--- src/rtl/gpje_pkg.sv ---
`default_nettype none
package gpje_pkg;

    localparam int COUNT_W      = 15;
    localparam int AXIS_W       = 8;
    localparam int PORT_W       = 3;
    localparam int BTN_W        = 4;
    localparam int FRAME_W      = 24;
    localparam int DATA_W       = 8;
    localparam int CFG_IDX_W    = 1;
    localparam int NUM_AXES     = 4;

    localparam int BASE_TICKS   = 2000;
    localparam int AXIS_SHIFT   = 6;
    localparam int HALF_BIT_US  = 25;

    localparam int FRAME_STEPS  = 48;
    localparam int STEP_W       = 6;

    localparam logic [PORT_W-1:0] JOY_PORT  = 3'd1;
    localparam logic [DATA_W-1:0] UNHANDLED = 8'hFF;

    typedef enum logic [1:0] {
        OP_READ     = 2'd0,
        OP_WRITE    = 2'd1,
        OP_CNT_TICK = 2'd2,
        OP_US_TICK  = 2'd3
    } opcode_t;

    typedef enum logic [CFG_IDX_W-1:0] {
        CFG_SERIAL_MODE = 1'b0,
        CFG_PLAYERS     = 1'b1
    } cfg_idx_t;

    // Per-transaction control towards the timer block
    typedef struct packed {
        logic load;
        logic count_tick;
        logic us_tick;
    } timer_ctl_t;

    typedef struct packed {
        logic [DATA_W-1:0] read_data;
        logic              handled;
    } rsp_t;

    function automatic logic [COUNT_W-1:0] load_value(input logic [AXIS_W-1:0] axis);
        logic [COUNT_W-1:0] v;
        v = COUNT_W'(BASE_TICKS) + (COUNT_W'(axis) << AXIS_SHIFT);
        return v;
    endfunction

endpackage
`default_nettype wire

--- src/rtl/gpje_req_if.sv ---
`default_nettype none
interface gpje_req_if;
    logic                           valid;
    logic                           ready;
    logic [1:0]                     opcode;
    logic [gpje_pkg::PORT_W-1:0]    port_low;
    logic [gpje_pkg::AXIS_W-1:0]    axis_a_x;
    logic [gpje_pkg::AXIS_W-1:0]    axis_a_y;
    logic [gpje_pkg::AXIS_W-1:0]    axis_b_x;
    logic [gpje_pkg::AXIS_W-1:0]    axis_b_y;
    logic [gpje_pkg::BTN_W-1:0]     button_bits;
    logic [gpje_pkg::FRAME_W-1:0]   pad_frame;

    modport source (
        output valid, opcode, port_low, axis_a_x, axis_a_y, axis_b_x, axis_b_y,
               button_bits, pad_frame,
        input  ready
    );
    modport sink (
        input  valid, opcode, port_low, axis_a_x, axis_a_y, axis_b_x, axis_b_y,
               button_bits, pad_frame,
        output ready
    );
endinterface
`default_nettype wire

--- src/rtl/gpje_rsp_if.sv ---
`default_nettype none
interface gpje_rsp_if;
    logic                           valid;
    logic                           ready;
    logic [gpje_pkg::DATA_W-1:0]    read_data;
    logic                           handled;

    modport source (output valid, read_data, handled, input ready);
    modport sink (input valid, read_data, handled, output ready);
endinterface
`default_nettype wire

--- src/rtl/gpje_cfg_if.sv ---
`default_nettype none
interface gpje_cfg_if;
    logic                               valid;
    logic                               ready;
    logic [gpje_pkg::CFG_IDX_W-1:0]     index;
    logic                               data;

    modport source (output valid, index, data, input ready);
    modport sink (input valid, index, data, output ready);
endinterface
`default_nettype wire

--- src/rtl/gpje_timers.sv ---
`default_nettype none
module gpje_timers #(
    parameter int HALF_BIT_US = gpje_pkg::HALF_BIT_US
) (
    input  wire logic                                clk,
    input  wire logic                                rst_n,
    input  wire gpje_pkg::timer_ctl_t                ctl,
    input  wire logic [gpje_pkg::AXIS_W-1:0]         axis_a_x,
    input  wire logic [gpje_pkg::AXIS_W-1:0]         axis_a_y,
    input  wire logic [gpje_pkg::AXIS_W-1:0]         axis_b_x,
    input  wire logic [gpje_pkg::AXIS_W-1:0]         axis_b_y,
    output logic [gpje_pkg::NUM_AXES-1:0]            running,
    output logic [gpje_pkg::STEP_W-1:0]              step
);

    localparam int SUB_W = (HALF_BIT_US > 1) ? $clog2(HALF_BIT_US) : 1;

    logic [gpje_pkg::COUNT_W-1:0] cnt_reg  [gpje_pkg::NUM_AXES];
    logic [gpje_pkg::COUNT_W-1:0] cnt_next [gpje_pkg::NUM_AXES];
    logic [gpje_pkg::COUNT_W-1:0] load_val [gpje_pkg::NUM_AXES];
    logic [SUB_W-1:0]             sub_reg, sub_next;
    logic [gpje_pkg::STEP_W-1:0]  step_reg, step_next;

    assign load_val[0] = gpje_pkg::load_value(axis_a_x);
    assign load_val[1] = gpje_pkg::load_value(axis_a_y);
    assign load_val[2] = gpje_pkg::load_value(axis_b_x);
    assign load_val[3] = gpje_pkg::load_value(axis_b_y);

    always_comb
    begin
        for (int i = 0; i < gpje_pkg::NUM_AXES; i++)
        begin
            cnt_next[i] = cnt_reg[i];
            if (ctl.load)
                cnt_next[i] = load_val[i];
            else if (ctl.count_tick && (cnt_reg[i] != '0))
                cnt_next[i] = cnt_reg[i] - 1'b1;
            running[i] = (cnt_reg[i] != '0);
        end
    end

    // Phase kept as step and microsecond-within-step, so no divider is needed
    always_comb
    begin
        sub_next  = sub_reg;
        step_next = step_reg;
        if (ctl.us_tick)
        begin
            if (sub_reg == SUB_W'(HALF_BIT_US - 1))
            begin
                sub_next = '0;
                if (step_reg == gpje_pkg::STEP_W'(gpje_pkg::FRAME_STEPS - 1))
                    step_next = '0;
                else
                    step_next = step_reg + 1'b1;
            end
            else
            begin
                sub_next = sub_reg + 1'b1;
            end
        end
    end

    always_ff @(posedge clk or negedge rst_n)
    begin
        if (!rst_n)
        begin
            for (int i = 0; i < gpje_pkg::NUM_AXES; i++)
                cnt_reg[i] <= '0;
            sub_reg  <= '0;
            step_reg <= '0;
        end
        else
        begin
            for (int i = 0; i < gpje_pkg::NUM_AXES; i++)
                cnt_reg[i] <= cnt_next[i];
            sub_reg  <= sub_next;
            step_reg <= step_next;
        end
    end

    assign step = step_reg;

endmodule
`default_nettype wire

--- src/rtl/gpje_read_mux.sv ---
`default_nettype none
module gpje_read_mux (
    input  wire logic                               serial_pad_mode,
    input  wire logic                               players_present,
    input  wire logic [gpje_pkg::PORT_W-1:0]        port_low,
    input  wire logic [gpje_pkg::BTN_W-1:0]         button_bits,
    input  wire logic [gpje_pkg::FRAME_W-1:0]       pad_frame,
    input  wire logic [gpje_pkg::NUM_AXES-1:0]      running,
    input  wire logic [gpje_pkg::STEP_W-1:0]        step,
    output gpje_pkg::rsp_t                          rsp
);

    logic [gpje_pkg::STEP_W-1:0] index;
    logic                        pad_bit;
    logic [gpje_pkg::DATA_W-1:0] serial_byte;
    logic [gpje_pkg::DATA_W-1:0] analog_byte;

    // Frame is sent from the top half-step downwards
    assign index   = gpje_pkg::STEP_W'(gpje_pkg::FRAME_STEPS - 1) - step;
    assign pad_bit = pad_frame[index[gpje_pkg::STEP_W-1:1]];

    assign serial_byte = {2'b00, pad_bit, index[0], 4'b1111};
    assign analog_byte = {button_bits, running};

    always_comb
    begin
        rsp.read_data = gpje_pkg::UNHANDLED;
        rsp.handled   = 1'b0;
        if ((port_low == gpje_pkg::JOY_PORT) && players_present)
        begin
            rsp.handled   = 1'b1;
            rsp.read_data = serial_pad_mode ? serial_byte : analog_byte;
        end
    end

endmodule
`default_nettype wire

--- src/rtl/gpje_out_buf.sv ---
`default_nettype none
module gpje_out_buf (
    input  wire logic           clk,
    input  wire logic           rst_n,
    input  wire logic           push,
    input  wire gpje_pkg::rsp_t push_data,
    output logic                space,
    gpje_rsp_if.source          rsp
);

    logic           out_valid_reg, out_valid_next;
    logic           skid_valid_reg, skid_valid_next;
    gpje_pkg::rsp_t out_reg, out_next;
    gpje_pkg::rsp_t skid_reg, skid_next;
    logic           pop;

    assign pop   = out_valid_reg && rsp.ready;
    assign space = !skid_valid_reg;

    always_comb
    begin
        out_valid_next  = out_valid_reg;
        skid_valid_next = skid_valid_reg;
        out_next        = out_reg;
        skid_next       = skid_reg;
        if (pop)
        begin
            if (skid_valid_reg)
            begin
                out_next        = skid_reg;
                skid_valid_next = 1'b0;
            end
            else if (push)
            begin
                out_next = push_data;
            end
            else
            begin
                out_valid_next = 1'b0;
            end
        end
        else if (push)
        begin
            if (!out_valid_reg)
            begin
                out_next       = push_data;
                out_valid_next = 1'b1;
            end
            else
            begin
                // Receiver stalled: park the transaction in the skid stage
                skid_next       = push_data;
                skid_valid_next = 1'b1;
            end
        end
    end

    always_ff @(posedge clk or negedge rst_n)
    begin
        if (!rst_n)
        begin
            out_valid_reg  <= 1'b0;
            skid_valid_reg <= 1'b0;
        end
        else
        begin
            out_valid_reg  <= out_valid_next;
            skid_valid_reg <= skid_valid_next;
        end
    end

    always_ff @(posedge clk)
    begin
        out_reg  <= out_next;
        skid_reg <= skid_next;
    end

    assign rsp.valid     = out_valid_reg;
    assign rsp.read_data = out_reg.read_data;
    assign rsp.handled   = out_reg.handled;

endmodule
`default_nettype wire

--- src/rtl/game_port_joystick_emulator_core.sv ---
// Game port joystick emulator.
// req carries one bus event per transaction: a port read, a port write, a
// counter tick or a microsecond tick. Only a read yields a transaction on rsp
// (read_data and handled); the others update internal state and yield nothing.
// cfg writes register 0 (serial pad mode) and register 1 (players present);
// it is always ready and should only be written while the block is idle.
// Throughput: one req transaction per clock while req.ready is high. A read's
// response is registered before it is valid on rsp. Every event acts on the
// state at its accepting edge, so a read sees all earlier writes and ticks.
// Stalls: an output register plus one skid entry hold responses; req.ready
// drops only when both are full and recovers as soon as rsp takes one.
// Reset clears the four axis counters (idle), the serial frame phase, both
// configuration registers and the response buffer; hold req.valid and
// cfg.valid low while rst_n is low.
`default_nettype none
module game_port_joystick_emulator_core #(
    parameter int HALF_BIT_US = gpje_pkg::HALF_BIT_US
) (
    input  wire logic   clk,
    input  wire logic   rst_n,
    gpje_req_if.sink    req,
    gpje_rsp_if.source  rsp,
    gpje_cfg_if.sink    cfg
);

    logic                                   serial_pad_mode_reg;
    logic                                   players_present_reg;
    logic                                   req_fire;
    logic                                   space;
    logic                                   port_hit;
    gpje_pkg::timer_ctl_t                   ctl;
    gpje_pkg::rsp_t                         rd_rsp;
    logic [gpje_pkg::NUM_AXES-1:0]          running;
    logic [gpje_pkg::STEP_W-1:0]            step;

    assign cfg.ready = 1'b1;

    always_ff @(posedge clk or negedge rst_n)
    begin
        if (!rst_n)
        begin
            serial_pad_mode_reg <= 1'b0;
            players_present_reg <= 1'b0;
        end
        else if (cfg.valid)
        begin
            case (gpje_pkg::cfg_idx_t'(cfg.index))
                gpje_pkg::CFG_SERIAL_MODE: serial_pad_mode_reg <= cfg.data;
                gpje_pkg::CFG_PLAYERS:     players_present_reg <= cfg.data;
                default: ;
            endcase
        end
    end

    assign req.ready = space;
    assign req_fire  = req.valid && space;
    assign port_hit  = (req.port_low == gpje_pkg::JOY_PORT);

    assign ctl.load       = req_fire && (req.opcode == gpje_pkg::OP_WRITE) && port_hit;
    assign ctl.count_tick = req_fire && (req.opcode == gpje_pkg::OP_CNT_TICK);
    assign ctl.us_tick    = req_fire && (req.opcode == gpje_pkg::OP_US_TICK);

    gpje_timers #(
        .HALF_BIT_US (HALF_BIT_US)
    ) u_timers (
        .clk      (clk),
        .rst_n    (rst_n),
        .ctl      (ctl),
        .axis_a_x (req.axis_a_x),
        .axis_a_y (req.axis_a_y),
        .axis_b_x (req.axis_b_x),
        .axis_b_y (req.axis_b_y),
        .running  (running),
        .step     (step)
    );

    gpje_read_mux u_read_mux (
        .serial_pad_mode (serial_pad_mode_reg),
        .players_present (players_present_reg),
        .port_low        (req.port_low),
        .button_bits     (req.button_bits),
        .pad_frame       (req.pad_frame),
        .running         (running),
        .step            (step),
        .rsp             (rd_rsp)
    );

    gpje_out_buf u_out_buf (
        .clk       (clk),
        .rst_n     (rst_n),
        .push      (req_fire && (req.opcode == gpje_pkg::OP_READ)),
        .push_data (rd_rsp),
        .space     (space),
        .rsp       (rsp)
    );

endmodule
`default_nettype wire
--- src/flat_wrapper.sv ---
// flat-port wrapper written by rule: the top's interface ports become plain ports
module game_port_joystick_emulator_core_flat 
#(
    parameter int HALF_BIT_US = gpje_pkg::HALF_BIT_US
)
  (clk, rst_n, req_valid, req_opcode, req_port_low, req_axis_a_x, req_axis_a_y, req_axis_b_x, req_axis_b_y, req_button_bits, req_pad_frame, req_ready, rsp_valid, rsp_read_data, rsp_handled, rsp_ready, cfg_valid, cfg_index, cfg_data, cfg_ready);
  gpje_req_if req_i ();
  gpje_rsp_if rsp_i ();
  gpje_cfg_if cfg_i ();
  input  wire logic clk;
  input  wire logic rst_n;
  input wire logic [$bits(req_i.valid)-1:0] req_valid;
  input wire logic [$bits(req_i.opcode)-1:0] req_opcode;
  input wire logic [$bits(req_i.port_low)-1:0] req_port_low;
  input wire logic [$bits(req_i.axis_a_x)-1:0] req_axis_a_x;
  input wire logic [$bits(req_i.axis_a_y)-1:0] req_axis_a_y;
  input wire logic [$bits(req_i.axis_b_x)-1:0] req_axis_b_x;
  input wire logic [$bits(req_i.axis_b_y)-1:0] req_axis_b_y;
  input wire logic [$bits(req_i.button_bits)-1:0] req_button_bits;
  input wire logic [$bits(req_i.pad_frame)-1:0] req_pad_frame;
  output wire logic [$bits(req_i.ready)-1:0] req_ready;
  output wire logic [$bits(rsp_i.valid)-1:0] rsp_valid;
  output wire logic [$bits(rsp_i.read_data)-1:0] rsp_read_data;
  output wire logic [$bits(rsp_i.handled)-1:0] rsp_handled;
  input wire logic [$bits(rsp_i.ready)-1:0] rsp_ready;
  input wire logic [$bits(cfg_i.valid)-1:0] cfg_valid;
  input wire logic [$bits(cfg_i.index)-1:0] cfg_index;
  input wire logic [$bits(cfg_i.data)-1:0] cfg_data;
  output wire logic [$bits(cfg_i.ready)-1:0] cfg_ready;
  assign req_i.valid = req_valid;
  assign req_i.opcode = req_opcode;
  assign req_i.port_low = req_port_low;
  assign req_i.axis_a_x = req_axis_a_x;
  assign req_i.axis_a_y = req_axis_a_y;
  assign req_i.axis_b_x = req_axis_b_x;
  assign req_i.axis_b_y = req_axis_b_y;
  assign req_i.button_bits = req_button_bits;
  assign req_i.pad_frame = req_pad_frame;
  assign req_ready = req_i.ready;
  assign rsp_valid = rsp_i.valid;
  assign rsp_read_data = rsp_i.read_data;
  assign rsp_handled = rsp_i.handled;
  assign rsp_i.ready = rsp_ready;
  assign cfg_i.valid = cfg_valid;
  assign cfg_i.index = cfg_index;
  assign cfg_i.data = cfg_data;
  assign cfg_ready = cfg_i.ready;
  game_port_joystick_emulator_core #(.HALF_BIT_US(HALF_BIT_US)) u_core (.clk(clk), .rst_n(rst_n), .req(req_i), .rsp(rsp_i), .cfg(cfg_i));
endmodule
--- config.mk ---
export PLATFORM = sky130hd
export DESIGN_NAME = game_port_joystick_emulator_core_flat
export DESIGN_NICKNAME = d
export VERILOG_FILES = /design/src/rtl/gpje_pkg.sv /design/src/rtl/gpje_req_if.sv /design/src/rtl/gpje_rsp_if.sv /design/src/rtl/gpje_cfg_if.sv /design/src/rtl/gpje_timers.sv /design/src/rtl/gpje_read_mux.sv /design/src/rtl/gpje_out_buf.sv /design/src/rtl/game_port_joystick_emulator_core.sv /design/src/flat_wrapper.sv
export SDC_FILE = /design/constraint.sdc
export NUM_CORES = 1
export LEC_CHECK = 0
export ABC_AREA = 1
export ABC_CLOCK_PERIOD_IN_PS = 2450
export BUFFER_PORTS_ARGS = -buffer_cell sky130_fd_sc_hd__buf_2
export CAP_MARGIN = 20
export CORE_MARGIN = 4
export CORE_UTILIZATION = 31
export CTS_BUF_LIST = sky130_fd_sc_hd__clkbuf_16
export CTS_CLUSTER_SIZE = 28
export DETAILED_ROUTE_END_ITERATION = 10
export SLEW_MARGIN = 20
export SYNTH_ARGS = -nofsm -noshare
export SYNTH_HDL_FRONTEND = slang
export SYNTH_HIERARCHICAL = 1
export SYNTH_SLANG_ARGS = --single-unit
export TNS_END_PERCENT = 50
--- constraint.sdc ---
create_clock -name clk -period 2.45 [get_ports clk]
set_input_delay 0.49 -clock clk [delete_from_list [all_inputs] [get_ports clk]]
set_output_delay 0.49 -clock clk [all_outputs]
set_load 0.1 [all_outputs]
==> metrics.txt <==
run status=finished clean; final slew viol count=0; number of buffers inserted by post-CTS setup repair=0; setup_tns=0 ps; Clock transition at path regs=70 ps; Worst Max-Slew Pin Slew=536 ps; Synth area leader=dfrtp_1; startpoint types=flop; max FFs per register=60; Top FF cell, synth=dfrtp_1; final hold vios=0; Die Wd=154 um; CTS Root Cell=clkbuf_16; Synth-to-Final Area Change=15.0%; Synth Cell Area=6630 um2; ANT nets after route=0; max-cap viol count=0; DP Wirelength=11.9 mm; R2R setup slack=300 ps; n_diodes=0; share of layout cells above drive strength 1=16.6%; Core Footprint=21000 um2; TritonCTS Buffers=9; Layout Nets=1132; CP max FO=6; Sequential Area=2420 um2; Area after DPL=7330 um2; CP peak stage delay=360 ps; DRT Wirelength=16.1 mm; FILL cells=2264; first-pass GRT wire length=27.3 mm; initial core utilization=31.6%; Post-Syn Area per Cell=6.83 um2; Async S/R FF share, synth=80.6%; Mapped Cells=971; # DRC=0; CP Data Required Time=2560 ps; Worst-Skew Late Latency=350 ps; library cells used by synthesis=40; initial antenna violation count=1; DR WL/cell=12.1 um; Yosys reg bits=93; hold-fix buffer count after cts=0; top post-synthesis cells by count=283 x nand2_1, 128 x inv_1, 126 x nand3_1; vias in the first global route=5661; number of clock sinks=93; area of the multi-input gates=3530 um2; syn_nets=1054; drt initial violations=419; CTS tree=done; CP cell instances=inv_1 > ha_1 > nand3_2 > nor2_4 > nand3_1 > or2_2 > or2_2 > nand2_1 > nand2_1; Hold Slack=118 ps; count leader, synth=nand2_1; Max Freq=465 MHz; Post-Synth XOR/XNOR Area=2.77%; H-tree levels=3; row cnt=53; vias per cell=4.64; crit path DAT=2260 ps; Final WS setup=300 ps; VDD IR max=0.430 mV; register area share after synthesis=36.4%; share of the synthesized area in the top cell type=28.3%; Pwr Density=880 nW/um2; Compound-Gate Fraction of Synth Area=7.09%; Port Buffer Count=82; leakage=3.85 nW; Vias=6171; crit path from=u_core/u_timers/cnt_reg[15]; Slew headroom=64.3%; Clock Tree Buf Depth=2; GRT Util Overall=13.5%; Synthesis Warnings=6; Synth Area in Adders=2.08%; I/O pins=84; largest net degree at the start of global routing=59; CP Capture Type=flop; critical path class=reg -> reg; final setup violation count=0; Die Height=154 um; Hold Crit Class=in -> async; GR Overflow Total=0; dpl ws=299 ps; period utilization=87.8%; main combinational cell family by area after synthesis=simple AND/OR/NAND/NOR gates; Synth Area in Simple Gates=41.1%; Final Cell Area=7630 um2; CP max-delay cell=dfrtp_1; clk_skew=9.36 ps; post-layout min period=2150 ps; GPL Wtd Cong=0.787; Reg2Reg Launch Point=u_core/u_timers/cnt_reg[15]; drt first pass iters=5; mux share of post-synthesis cell area=0%; DIE AREA=23800 um2; post-cts sizing count=0; RSZ-0062 raised after global routing=false; EDFF count, synth=18; synth top area cells=dfrtp_1 28%, nand2_1 16%, nand3_1 9.5%, edfxtp_1 8.1%, inv_1 7.2%
[report_power, final]
part	internal, mW	leakage, nW	switching [mW]
combinational	0.986	2.64	1.79
sequential	2.06	1.07	0.462
clock	0.788	0.147	0.628
total	3.83	3.85	2.88
[layout by cell type, fill, tap and decap left out, types with 9 or more instances in the layout]
cell type / synthesis / routed
clkbuf_16: 0 / 9
o21ai_0: 39 / 39
buf_2: 10 / 81
nand3_1: 126 / 126
edfxtp_1: 18 / 18
nand4_1: 17 / 17
xor2_1: 16 / 16
nand2_1: 283 / 283
o21ai_2: 12 / 12
or2_2: 11 / 11
nor2_1: 119 / 118
ha_1: 11 / 11
dfrtp_1: 75 / 75
nor3_1: 11 / 11
buf_4: 4 / 10
inv_1: 128 / 129
a21oi_1: 12 / 12
[stage by stage]
step                utilization, %  cells  total power, mW
floorplan                        -    971             4.71
global placement              34.9   1313             5.27
detailed placement            34.9   1313             5.33
CTS                           36.3   1329             6.78
global route                  36.3   1329             7.33
finish                        36.3   1329             6.72
[cell families after synthesis]
group	Yosys count
AND/OR/NAND/NOR	606
buffers and inverters	161
flip-flops	93
AO/OA/AOI/OAI	78
XOR/XNOR	21
adder cells (fa/ha/maj)	11
other	1
[critical path: cells and delay by family, from the launching register on]
kind,cells,cell delay (ps)
and+or+nand+nor,7,1230
DFF,1,360
adders and majority gates,1,210
buffers and inverters,1,120
[worst paths after layout]
check                                                         end  cells past startpoint
worst max-delay path            u_core/u_out_buf/rsp.read_data[2]                      9
worst min-delay path                  u_core/u_timers/cnt_reg[21]                      1
worst max register to register  u_core/u_out_buf/rsp.read_data[2]                      9
worst min register to register         u_core/players_present_reg                      2
max in group asynchronous                 u_core/u_timers/step[5]                      2
min in group clk                       u_core/players_present_reg                      3
[layout make-up]
class	count	share of cell area [%]
clock buffer	9	2.95
inverter	134	6.59
tap	275	4.51
sequential	93	31.7
timing repair buffer	94	7.09
clock inverter	7	0.902
multi-input combinational	717	46.3
[metal layers]
layer | routed length, um | global-route usage [%] | vias to the layer above
met5 | 7 | 0 | -
met4 | 142 | 2.65 | 2
met3 | 1060 | 3.16 | 13
met2 | 7050 | 21.0 | 149
met1 | 7840 | 19.4 | 2770
li1 | - | - | 3237
No activity file was read; power rests on OpenSTA's default activity.
